==> src/sv/pct_pkg.sv <==
// Package for the pausable countdown timer: request and register codes,
// run-state encoding, reset values and the constant divide by 1000.
// No dependencies.
package pct_pkg;

  // Field widths
  localparam int unsigned SecW   = 17;
  localparam int unsigned MsW    = 32;
  localparam int unsigned EpochW = 40;
  localparam int unsigned DlW    = 41;
  localparam int unsigned CntW   = 8;
  localparam int unsigned ReqW   = 3;
  localparam int unsigned CfgIdxW = 2;
  localparam int unsigned CfgDataW = 40;

  // Request codes
  typedef enum logic [ReqW-1:0] {
    REQ_TOGGLE     = 3'd0,
    REQ_ADD_MIN    = 3'd1,
    REQ_SUB_MIN    = 3'd2,
    REQ_TICK       = 3'd3,
    REQ_RESET      = 3'd4,
    REQ_CLEAR_FLAG = 3'd5
  } req_e;

  // Configuration register indexes
  typedef enum logic [CfgIdxW-1:0] {
    CFG_DEFAULT_SEC = 2'd0,
    CFG_MAX_SEC     = 2'd1,
    CFG_MIN_SEC     = 2'd2,
    CFG_EPOCH_FLOOR = 2'd3
  } cfg_idx_e;

  // Session state, one-hot
  typedef enum logic [3:0] {
    ST_IDLE     = 4'b0001,
    ST_RUNNING  = 4'b0010,
    ST_PAUSED   = 4'b0100,
    ST_FINISHED = 4'b1000
  } run_e;

  // Run-state codes on the result port
  localparam logic [1:0] RS_IDLE     = 2'd0;
  localparam logic [1:0] RS_RUNNING  = 2'd1;
  localparam logic [1:0] RS_PAUSED   = 2'd2;
  localparam logic [1:0] RS_FINISHED = 2'd3;

  // Register reset values
  localparam logic [SecW-1:0]   DefaultSecRst = 17'd1500;
  localparam logic [SecW-1:0]   MaxSecRst     = 17'd5400;
  localparam logic [SecW-1:0]   MinSecRst     = 17'd60;
  localparam logic [EpochW-1:0] EpochFloorRst = 40'd1700000000;

  localparam logic [SecW-1:0] SecPerMin = 17'd60;

  // Exact floor(x / 1000) for any 32-bit x: (x * DivMul) >> DivShift
  localparam int unsigned DivMulW  = 29;
  localparam int unsigned DivShift = 38;
  localparam logic [DivMulW-1:0] DivMul = 29'd274877907;
  localparam int unsigned ProdW = MsW + DivMulW;
  localparam int unsigned StepW = ProdW - DivShift;

  // Encode the one-hot state for the result port
  function automatic logic [1:0] run_code(run_e st);
    logic [1:0] code;
    case (st)
      ST_IDLE:     code = RS_IDLE;
      ST_RUNNING:  code = RS_RUNNING;
      ST_PAUSED:   code = RS_PAUSED;
      ST_FINISHED: code = RS_FINISHED;
      default:     code = RS_IDLE;
    endcase
    return code;
  endfunction

endpackage

==> src/sv/pausable_countdown_timer.sv <==
// Pausable countdown session timer: input register, one pass of session
// logic, result register. Depends on pct_pkg.
//
// Channel  | Direction | Handshake                  | Beat
// ---------+-----------+----------------------------+--------------------------------
// in       | sink      | in_valid_i / in_stall_o    | req_type, now_ms, now_epoch
// out      | source    | out_valid_o / out_stall_i  | run_state, remaining, total,
//          |           |                            | completed_count, tick_flag
// cfg      | sink      | cfg_valid_i / cfg_ready_o  | cfg_index_i, cfg_data_i
//
// One item per cycle while out_stall_i is low; input register, then result register.
// The longest path is the millisecond elapsed subtract feeding the reciprocal
// multiply for the divide by 1000, then the compare against remaining.
// Reset puts the session idle with the reset register values; cfg is always ready.
// A stalled output holds its beat and stalls the input only when the input
// register is also full.
module pausable_countdown_timer (
  input  logic                             clk_i,
  input  logic                             rst_ni,
  // input channel
  input  logic                             in_valid_i,
  output logic                             in_stall_o,
  input  logic [pct_pkg::ReqW-1:0]         req_type_i,
  input  logic [pct_pkg::MsW-1:0]          now_ms_i,
  input  logic [pct_pkg::EpochW-1:0]       now_epoch_i,
  // result channel
  output logic                             out_valid_o,
  input  logic                             out_stall_i,
  output logic [1:0]                       run_state_o,
  output logic [pct_pkg::SecW-1:0]         remaining_seconds_o,
  output logic [pct_pkg::SecW-1:0]         total_seconds_o,
  output logic [pct_pkg::CntW-1:0]         completed_count_o,
  output logic                             tick_flag_o,
  // configuration write channel
  input  logic                             cfg_valid_i,
  output logic                             cfg_ready_o,
  input  logic [pct_pkg::CfgIdxW-1:0]      cfg_index_i,
  input  logic [pct_pkg::CfgDataW-1:0]     cfg_data_i
);

  // Configuration registers
  logic [pct_pkg::SecW-1:0]   default_sec_q, max_sec_q, min_sec_q;
  logic [pct_pkg::EpochW-1:0] epoch_floor_q;

  // Input stage
  logic                       in_vld_q;
  logic [pct_pkg::ReqW-1:0]   req_q;
  logic [pct_pkg::MsW-1:0]    now_ms_q;
  logic [pct_pkg::EpochW-1:0] now_epoch_q;

  // Session state
  pct_pkg::run_e              run_q, run_d;
  logic [pct_pkg::SecW-1:0]   total_q, total_d;
  logic [pct_pkg::SecW-1:0]   remaining_q, remaining_d;
  logic [pct_pkg::MsW-1:0]    last_ms_q, last_ms_d;
  logic [pct_pkg::CntW-1:0]   completed_q, completed_d;
  logic                       flag_q, flag_d;
  logic [pct_pkg::DlW-1:0]    deadline_q, deadline_d;
  logic                       flag_out;

  // Result stage
  logic                       out_vld_q;
  logic [1:0]                 out_run_q;
  logic [pct_pkg::SecW-1:0]   out_rem_q, out_tot_q;
  logic [pct_pkg::CntW-1:0]   out_cnt_q;
  logic                       out_flag_q;

  logic advance, fire, in_take;

  // Datapath terms
  logic [pct_pkg::MsW-1:0]    elapsed;
  logic [pct_pkg::ProdW-1:0]  prod;
  logic [pct_pkg::StepW-1:0]  step;
  logic                       epoch_ok, before_dl;
  logic [pct_pkg::DlW-1:0]    dl_rem, dl_arm;
  logic [pct_pkg::SecW:0]     tot_add, rem_add;
  logic                       add_ok, sub_ok;
  logic [pct_pkg::SecW-1:0]   tot_sub, rem_base;

  // Handshake control
  assign advance     = !out_vld_q || !out_stall_i;
  assign fire        = in_vld_q && advance;
  assign in_stall_o  = in_vld_q && !advance;
  assign in_take     = in_valid_i && !in_stall_o;
  assign cfg_ready_o = 1'b1;

  // Configuration writes
  always_ff @(posedge clk_i or negedge rst_ni) begin
    if (!rst_ni) begin
      default_sec_q <= pct_pkg::DefaultSecRst;
      max_sec_q     <= pct_pkg::MaxSecRst;
      min_sec_q     <= pct_pkg::MinSecRst;
      epoch_floor_q <= pct_pkg::EpochFloorRst;
    end else if (cfg_valid_i) begin
      case (pct_pkg::cfg_idx_e'(cfg_index_i))
        pct_pkg::CFG_DEFAULT_SEC: default_sec_q <= cfg_data_i[pct_pkg::SecW-1:0];
        pct_pkg::CFG_MAX_SEC:     max_sec_q     <= cfg_data_i[pct_pkg::SecW-1:0];
        pct_pkg::CFG_MIN_SEC:     min_sec_q     <= cfg_data_i[pct_pkg::SecW-1:0];
        pct_pkg::CFG_EPOCH_FLOOR: epoch_floor_q <= cfg_data_i[pct_pkg::EpochW-1:0];
        default: ;
      endcase
    end
  end

  // Input register
  always_ff @(posedge clk_i or negedge rst_ni) begin
    if (!rst_ni) begin
      in_vld_q <= 1'b0;
    end else if (!in_stall_o) begin
      in_vld_q <= in_valid_i;
    end
  end

  always_ff @(posedge clk_i) begin
    if (in_take) begin
      req_q       <= req_type_i;
      now_ms_q    <= now_ms_i;
      now_epoch_q <= now_epoch_i;
    end
  end

  // Elapsed whole seconds on the millisecond counter, wrap taken modulo 2^32
  assign elapsed = now_ms_q - last_ms_q;
  assign prod    = {{pct_pkg::DivMulW{1'b0}}, elapsed}
                 * {{pct_pkg::MsW{1'b0}}, pct_pkg::DivMul};
  assign step    = prod[pct_pkg::ProdW-1:pct_pkg::DivShift];

  // Wall-clock checks against the armed deadline
  assign epoch_ok  = (now_epoch_q > epoch_floor_q) && (deadline_q > {1'b0, epoch_floor_q});
  assign before_dl = {1'b0, now_epoch_q} < deadline_q;
  assign dl_rem    = deadline_q - {1'b0, now_epoch_q};
  assign dl_arm    = {1'b0, now_epoch_q}
                   + {{(pct_pkg::DlW-pct_pkg::SecW){1'b0}}, remaining_q};
  // Past the deadline the remaining time counts as zero
  assign rem_base  = epoch_ok ? '0 : remaining_q;

  // Minute adjust terms
  assign tot_add = {1'b0, total_q} + {1'b0, pct_pkg::SecPerMin};
  assign rem_add = {1'b0, remaining_q} + {1'b0, pct_pkg::SecPerMin};
  assign add_ok  = !(tot_add > {1'b0, max_sec_q}) && !tot_add[pct_pkg::SecW];
  assign sub_ok  = !(total_q <= min_sec_q) && !(total_q < pct_pkg::SecPerMin);
  assign tot_sub = total_q - pct_pkg::SecPerMin;

  // Session update for the item in the input register
  always_comb begin
    run_d       = run_q;
    total_d     = total_q;
    remaining_d = remaining_q;
    last_ms_d   = last_ms_q;
    completed_d = completed_q;
    flag_out    = flag_q;
    deadline_d  = deadline_q;
    case (pct_pkg::req_e'(req_q))
      pct_pkg::REQ_TOGGLE: begin
        if (run_q == pct_pkg::ST_IDLE || run_q == pct_pkg::ST_PAUSED) begin
          run_d      = pct_pkg::ST_RUNNING;
          last_ms_d  = now_ms_q;
          deadline_d = dl_arm;
        end else if (run_q == pct_pkg::ST_RUNNING) begin
          run_d = pct_pkg::ST_PAUSED;
        end else begin
          run_d       = pct_pkg::ST_IDLE;
          total_d     = default_sec_q;
          remaining_d = default_sec_q;
          last_ms_d   = '0;
        end
      end
      pct_pkg::REQ_ADD_MIN: begin
        if (add_ok) begin
          total_d = tot_add[pct_pkg::SecW-1:0];
          if (run_q == pct_pkg::ST_FINISHED) begin
            run_d       = pct_pkg::ST_IDLE;
            remaining_d = tot_add[pct_pkg::SecW-1:0];
          end else if (rem_add <= tot_add) begin
            remaining_d = rem_add[pct_pkg::SecW-1:0];
          end
        end
      end
      pct_pkg::REQ_SUB_MIN: begin
        if (sub_ok) begin
          total_d = tot_sub;
          if (remaining_q > pct_pkg::SecPerMin) begin
            remaining_d = remaining_q - pct_pkg::SecPerMin;
          end else begin
            remaining_d = tot_sub;
            run_d       = pct_pkg::ST_IDLE;
          end
        end
      end
      pct_pkg::REQ_TICK: begin
        if (run_q == pct_pkg::ST_RUNNING) begin
          if (epoch_ok && before_dl) begin
            // Count down by the trusted wall clock
            if (dl_rem < {{(pct_pkg::DlW-pct_pkg::SecW){1'b0}}, remaining_q}) begin
              remaining_d = dl_rem[pct_pkg::SecW-1:0];
              flag_out    = 1'b1;
            end
          end else begin
            // Count down by elapsed whole seconds
            last_ms_d = now_ms_q;
            flag_out  = 1'b1;
            if ({{(pct_pkg::StepW-pct_pkg::SecW){1'b0}}, rem_base} > step) begin
              remaining_d = rem_base - step[pct_pkg::SecW-1:0];
            end else begin
              remaining_d = '0;
              run_d       = pct_pkg::ST_FINISHED;
              completed_d = completed_q + 8'd1;
            end
          end
        end
      end
      pct_pkg::REQ_RESET: begin
        run_d       = pct_pkg::ST_IDLE;
        total_d     = default_sec_q;
        remaining_d = default_sec_q;
        last_ms_d   = '0;
      end
      default: ;
    endcase
    // Drop the flag after reporting it on a clear request
    flag_d = (pct_pkg::req_e'(req_q) == pct_pkg::REQ_CLEAR_FLAG) ? 1'b0 : flag_out;
  end

  // Session state registers
  always_ff @(posedge clk_i or negedge rst_ni) begin
    if (!rst_ni) begin
      run_q       <= pct_pkg::ST_IDLE;
      total_q     <= pct_pkg::DefaultSecRst;
      remaining_q <= pct_pkg::DefaultSecRst;
      last_ms_q   <= '0;
      completed_q <= '0;
      flag_q      <= 1'b0;
      deadline_q  <= '0;
    end else if (fire) begin
      run_q       <= run_d;
      total_q     <= total_d;
      remaining_q <= remaining_d;
      last_ms_q   <= last_ms_d;
      completed_q <= completed_d;
      flag_q      <= flag_d;
      deadline_q  <= deadline_d;
    end
  end

  // Result register
  always_ff @(posedge clk_i or negedge rst_ni) begin
    if (!rst_ni) begin
      out_vld_q <= 1'b0;
    end else if (advance) begin
      out_vld_q <= in_vld_q;
    end
  end

  always_ff @(posedge clk_i) begin
    if (fire) begin
      out_run_q  <= pct_pkg::run_code(run_d);
      out_rem_q  <= remaining_d;
      out_tot_q  <= total_d;
      out_cnt_q  <= completed_d;
      out_flag_q <= flag_out;
    end
  end

  assign out_valid_o         = out_vld_q;
  assign run_state_o         = out_run_q;
  assign remaining_seconds_o = out_rem_q;
  assign total_seconds_o     = out_tot_q;
  assign completed_count_o   = out_cnt_q;
  assign tick_flag_o         = out_flag_q;

  // Session state stays one-hot
  a_run_onehot: assert property (@(posedge clk_i) disable iff (!rst_ni)
    $onehot(run_q))
    else $error("session state not one-hot");

  // Completion count moves only by one, on entry to finished
  a_count_step: assert property (@(posedge clk_i) disable iff (!rst_ni)
    (fire && run_q != pct_pkg::ST_FINISHED && run_d == pct_pkg::ST_FINISHED)
    |=> (completed_q == $past(completed_q) + 8'd1))
    else $error("completion count did not advance on finish");

  // Session lengths hold while no item goes through
  a_hold_idle: assert property (@(posedge clk_i) disable iff (!rst_ni)
    !fire |=> ($stable(total_q) && $stable(remaining_q) && $stable(completed_q)))
    else $error("session state changed without an item");

  // A full input stage behind a stalled result must stall the input
  a_backpressure: assert property (@(posedge clk_i) disable iff (!rst_ni)
    (in_vld_q && out_vld_q && out_stall_i) |-> in_stall_o)
    else $error("input not stalled behind a held result");

endmodule

==> config.mk <==
export PLATFORM = sky130hd
export DESIGN_NAME = pausable_countdown_timer
export DESIGN_NICKNAME = d
export VERILOG_FILES = /design/src/sv/pct_pkg.sv /design/src/sv/pausable_countdown_timer.sv
export SDC_FILE = /design/constraint.sdc
export NUM_CORES = 2
export LEC_CHECK = 0
export BUFFER_PORTS_ARGS = -buffer_cell sky130_fd_sc_hd__buf_2
export CAP_MARGIN = 5
export CORE_UTILIZATION = 55
export CTS_BUF_LIST = sky130_fd_sc_hd__clkbuf_8
export DETAILED_ROUTE_END_ITERATION = 16
export GPL_TIMING_DRIVEN = 1
export PLACE_DENSITY = 0.8
export SETUP_SLACK_MARGIN = 0.05
export SYNTH_ARGS = -nofsm -noshare
export SYNTH_HDL_FRONTEND = slang
export SYNTH_SLANG_ARGS = --single-unit
==> constraint.sdc <==
create_clock -name clk_i -period 27.7 [get_ports clk_i]
set_input_delay 1.385 -clock clk_i [delete_from_list [all_inputs] [get_ports clk_i]]
set_output_delay 1.385 -clock clk_i [all_outputs]
set_load 0.03 [all_outputs]
==> flow_metrics.env <==
export IMPL_status="finished clean"
export IMPL_layout_min_cycle_time_ps=14610
export IMPL_port_buffers=168
export IMPL_fin_cells=5512
export IMPL_start_util_pct=55.9
export IMPL_drv_slew=0
export IMPL_cts_sinks=333
export IMPL_rsz0062_at_grt="false"
export IMPL_drt_wl_total_um=117000
export IMPL_yosysWarnings=0
export IMPL_grt_pass1_vias=33300
export IMPL_tightest_slew_ps=1250
export IMPL_drive_above_1_share_pct=11.4
export IMPL_cts_buffers_inserted=56
export IMPL_antenna_found_initial=1
export IMPL_cp_start_kind="flip-flop"
export IMPL_die_w_um=272
export IMPL_synth_cells=4369
export IMPL_synth_seq_cells=333
export IMPL_cts_root_buf="clkbuf_8"
export IMPL_synth_area_um2=40100
export IMPL_worstPathArrival_ps=15050
export IMPL_async_flop_share_pct=64.0
export IMPL_initialDrtViolationCount=3260
export IMPL_fin_nets=5582
export IMPL_cpPeakStageDelay_ps=750
export IMPL_clock_latency_ps=690
export IMPL_relSlewSlack_pct=16.9
export IMPL_maxCapViolations=0
export IMPL_ys_seq_area_share_pct=22.4
export IMPL_clock_skew_ps=45.2
export IMPL_cts_setup_buffers=0
export IMPL_hold_path_class="reg -> reg"
export IMPL_num_vias=33500
export IMPL_clk_pin_slew_worst_paths_ps=60
export IMPL_fmax_ghz=0.0685
export IMPL_cts_tree="built"
export IMPL_setup_violations=0
export IMPL_setup_tns_ps=0
export IMPL_cp_slowest_cell="xor2_1"
export IMPL_io_pins=170
export IMPL_worst_ep_required_time_ps=28140
export IMPL_row_count=98
export IMPL_gr_usage_all_layers_pct=31.8
export IMPL_synth_top_cell_by_area="ha_1"
export IMPL_hpwl_um=93400
export IMPL_drc=0
export IMPL_gr_total_overflow=0
export IMPL_cp_max_fo=13
export IMPL_cts_repair_resize_count=0
export IMPL_synth_nets=5438
export IMPL_placedCellCount=5405
export IMPL_fp_dieH_um=272
export IMPL_synth_top_area_share_pct=20.1
export IMPL_grt_max_degree=95
export IMPL_post_drt_via_cell_ratio=6.08
export IMPL_hold_viol=0
export IMPL_drt_first_pass_iters=6
export IMPL_cts_hold_buf=0
export IMPL_worst_setup_path_end_kind="flip-flop"
export IMPL_gp_congestion=1.00
export IMPL_syn_area_per_cell_um2=9.17
export IMPL_cts_buffer_depth=3
export IMPL_design_core_area_um2=71700
export IMPL_dieArea_um2=73900
export IMPL_ys_top_cells_by_area="ha_1 (20%), fa_1 (15%), dfrtp_1 (11%)"
export IMPL_ant_nets=0
export IMPL_yosys_most_used_dff="dfrtp_1"
export IMPL_synth_distinct_cells=91
export IMPL_syn_to_final_growth_pct=8.06
export IMPL_fin_crit_sh_pct=52.7
export IMPL_wl_per_cell_um=21.3
export IMPL_synth_edf_count=120
export IMPL_grt_pass1_wl_um=185000
export IMPL_htree_levels=2
export IMPL_worstSetupPathType="reg -> reg"
-- final cells by class --
class | instances | area [um^2]
multi-input cells | 3164 | 27900
inverters | 742 | 2790
clock inverters | 42 | 368
fillers | 6110 | 28400
flip-flops and latches | 333 | 8990
diodes | 1 | 2.50
well taps | 950 | 1190
repair buffers | 216 | 1210
clock buffers | 64 | 881
-- cells in the mapped netlist, drive strengths merged, types with 9 or more instances --
library cell	count
inv	737
ha	645
nand2	322
fa	302
a21oi	267
o21ai	266
nor2	200
dfrtp	169
edfxtp	120
xnor2	118
mux2	115
clkbuf	106
nand3	79
nand4	73
a21o	71
xor2	71
nor3	68
dfstp	44
a211oi	35
o211ai	33
a31oi	32
and3	32
nor4	32
o21a	29
nand2b	26
buf	24
o31ai	23
or3	23
o21bai	22
nor2b	19
a22oi	18
o22ai	17
a221oi	15
and2	15
a2111oi	13
or2	13
a31o	12
nand3b	11
o2111ai	11
o221ai	10
a221o	9
-- cell usage in the layout (no fill, tap or decap), types with 18 or more instances in the layout --
master,Yosys,final
inv_1,737,756
ha_1,645,645
nand2_1,322,322
fa_1,302,302
a21oi_1,264,264
o21ai_0,261,261
nor2_1,200,200
dfrtp_1,169,169
buf_2,8,167
edfxtp_1,120,120
mux2_2,115,115
xnor2_1,118,114
nand3_1,79,77
nand4_1,72,72
a21o_1,71,71
xor2_1,71,71
nor3_1,68,65
clkbuf_8,0,64
buf_4,1,48
dfstp_2,44,44
a211oi_1,33,33
o211ai_1,33,33
and3_1,32,32
a31oi_1,32,32
nor4_1,32,32
o21a_1,29,29
nand2b_1,26,26
or3_1,23,23
o31ai_1,23,23
o21bai_1,22,22
nor2b_1,19,19
a22oi_1,18,18
-- final timing paths --
kind / slack (ps) / endpoint / from / depth (start not counted)
max in group asynchronous: 25600 / deadline_q[38] / rst_ni / 2
min: 480 / last_ms_q[29] / last_ms_q[29] / 2
min reg2reg: 480 / last_ms_q[29] / last_ms_q[29] / 2
min in group asynchronous: 700 / total_q[9] / rst_ni / 1
max: 13090 / remaining_seconds_o[4] / now_ms_q[0] / 50
max reg2reg: 13090 / remaining_seconds_o[4] / now_ms_q[0] / 50
-- logic make-up (layout without fill, tap and decap cells) --
| family | count (synthesis) | after routing | share of synthesized area [%] |
|---|---|---|---|
| AOI/OAI and AO/OA | 962 | 962 | 15.4 |
| DFF | 333 | 333 | 22.4 |
| adders and majority gates | 947 | 947 | 35.2 |
| other | 1 | 2 | 0.00936 |
| and+or+nand+nor | 943 | 943 | 11.2 |
| muxes | 122 | 122 | 3.41 |
| buffers and inverters | 872 | 1064 | 8.22 |
| xor gates and xnor gates | 189 | 189 | 4.13 |
-- per-layer routing --
layer | part of all wire (%) | up-vias | global-route usage, %
met3 | 10 | 245 | 7.19
met5 | 0 | - | 0
met4 | 3.1 | 0 | 9.25
met1 | 42 | 16200 | 44.1
met2 | 44 | 1596 | 49.8
li1 | - | 15400 | -
-- through the flow --
step	hold WS, ps	area (um^2)	setup WS [ps]	util (%)
after floorplan	450	40100	15370	-
after CTS	484	43300	13190	60.4
after global placement	464	42100	13630	58.6
final	482	43300	13090	60.4
after detailed placement	471	42100	13220	58.6
after global routing	508	43300	12240	60.4
-- flip-flops by register name (all words and copies together) (netlist names), 4 cells and up --
name / count
total_seconds_o: 17
min_sec_q: 17
default_sec_q: 17
completed_count_o: 8
run_q: 4
now_epoch_q: 40
epoch_floor_q: 40
completed_q: 8
last_ms_q: 32
max_sec_q: 17
total_q: 17
deadline_q: 41
now_ms_q: 32
remaining_q: 17
remaining_seconds_o: 17
-- worst max-delay path, delay by kind of cell, from the launching register on --
kind | cells | cell delay (ps)
AOI/OAI and AO/OA | 24 | 5930
adders and majority gates | 12 | 4580
and+or+nand+nor | 6 | 2020
DFF | 1 | 400
buffers and inverters | 6 | 470
xor gates and xnor gates | 2 | 960
Power is not shown: default switching activity piles up to over one toggle a cycle in this logic, so the estimate is an artifact.
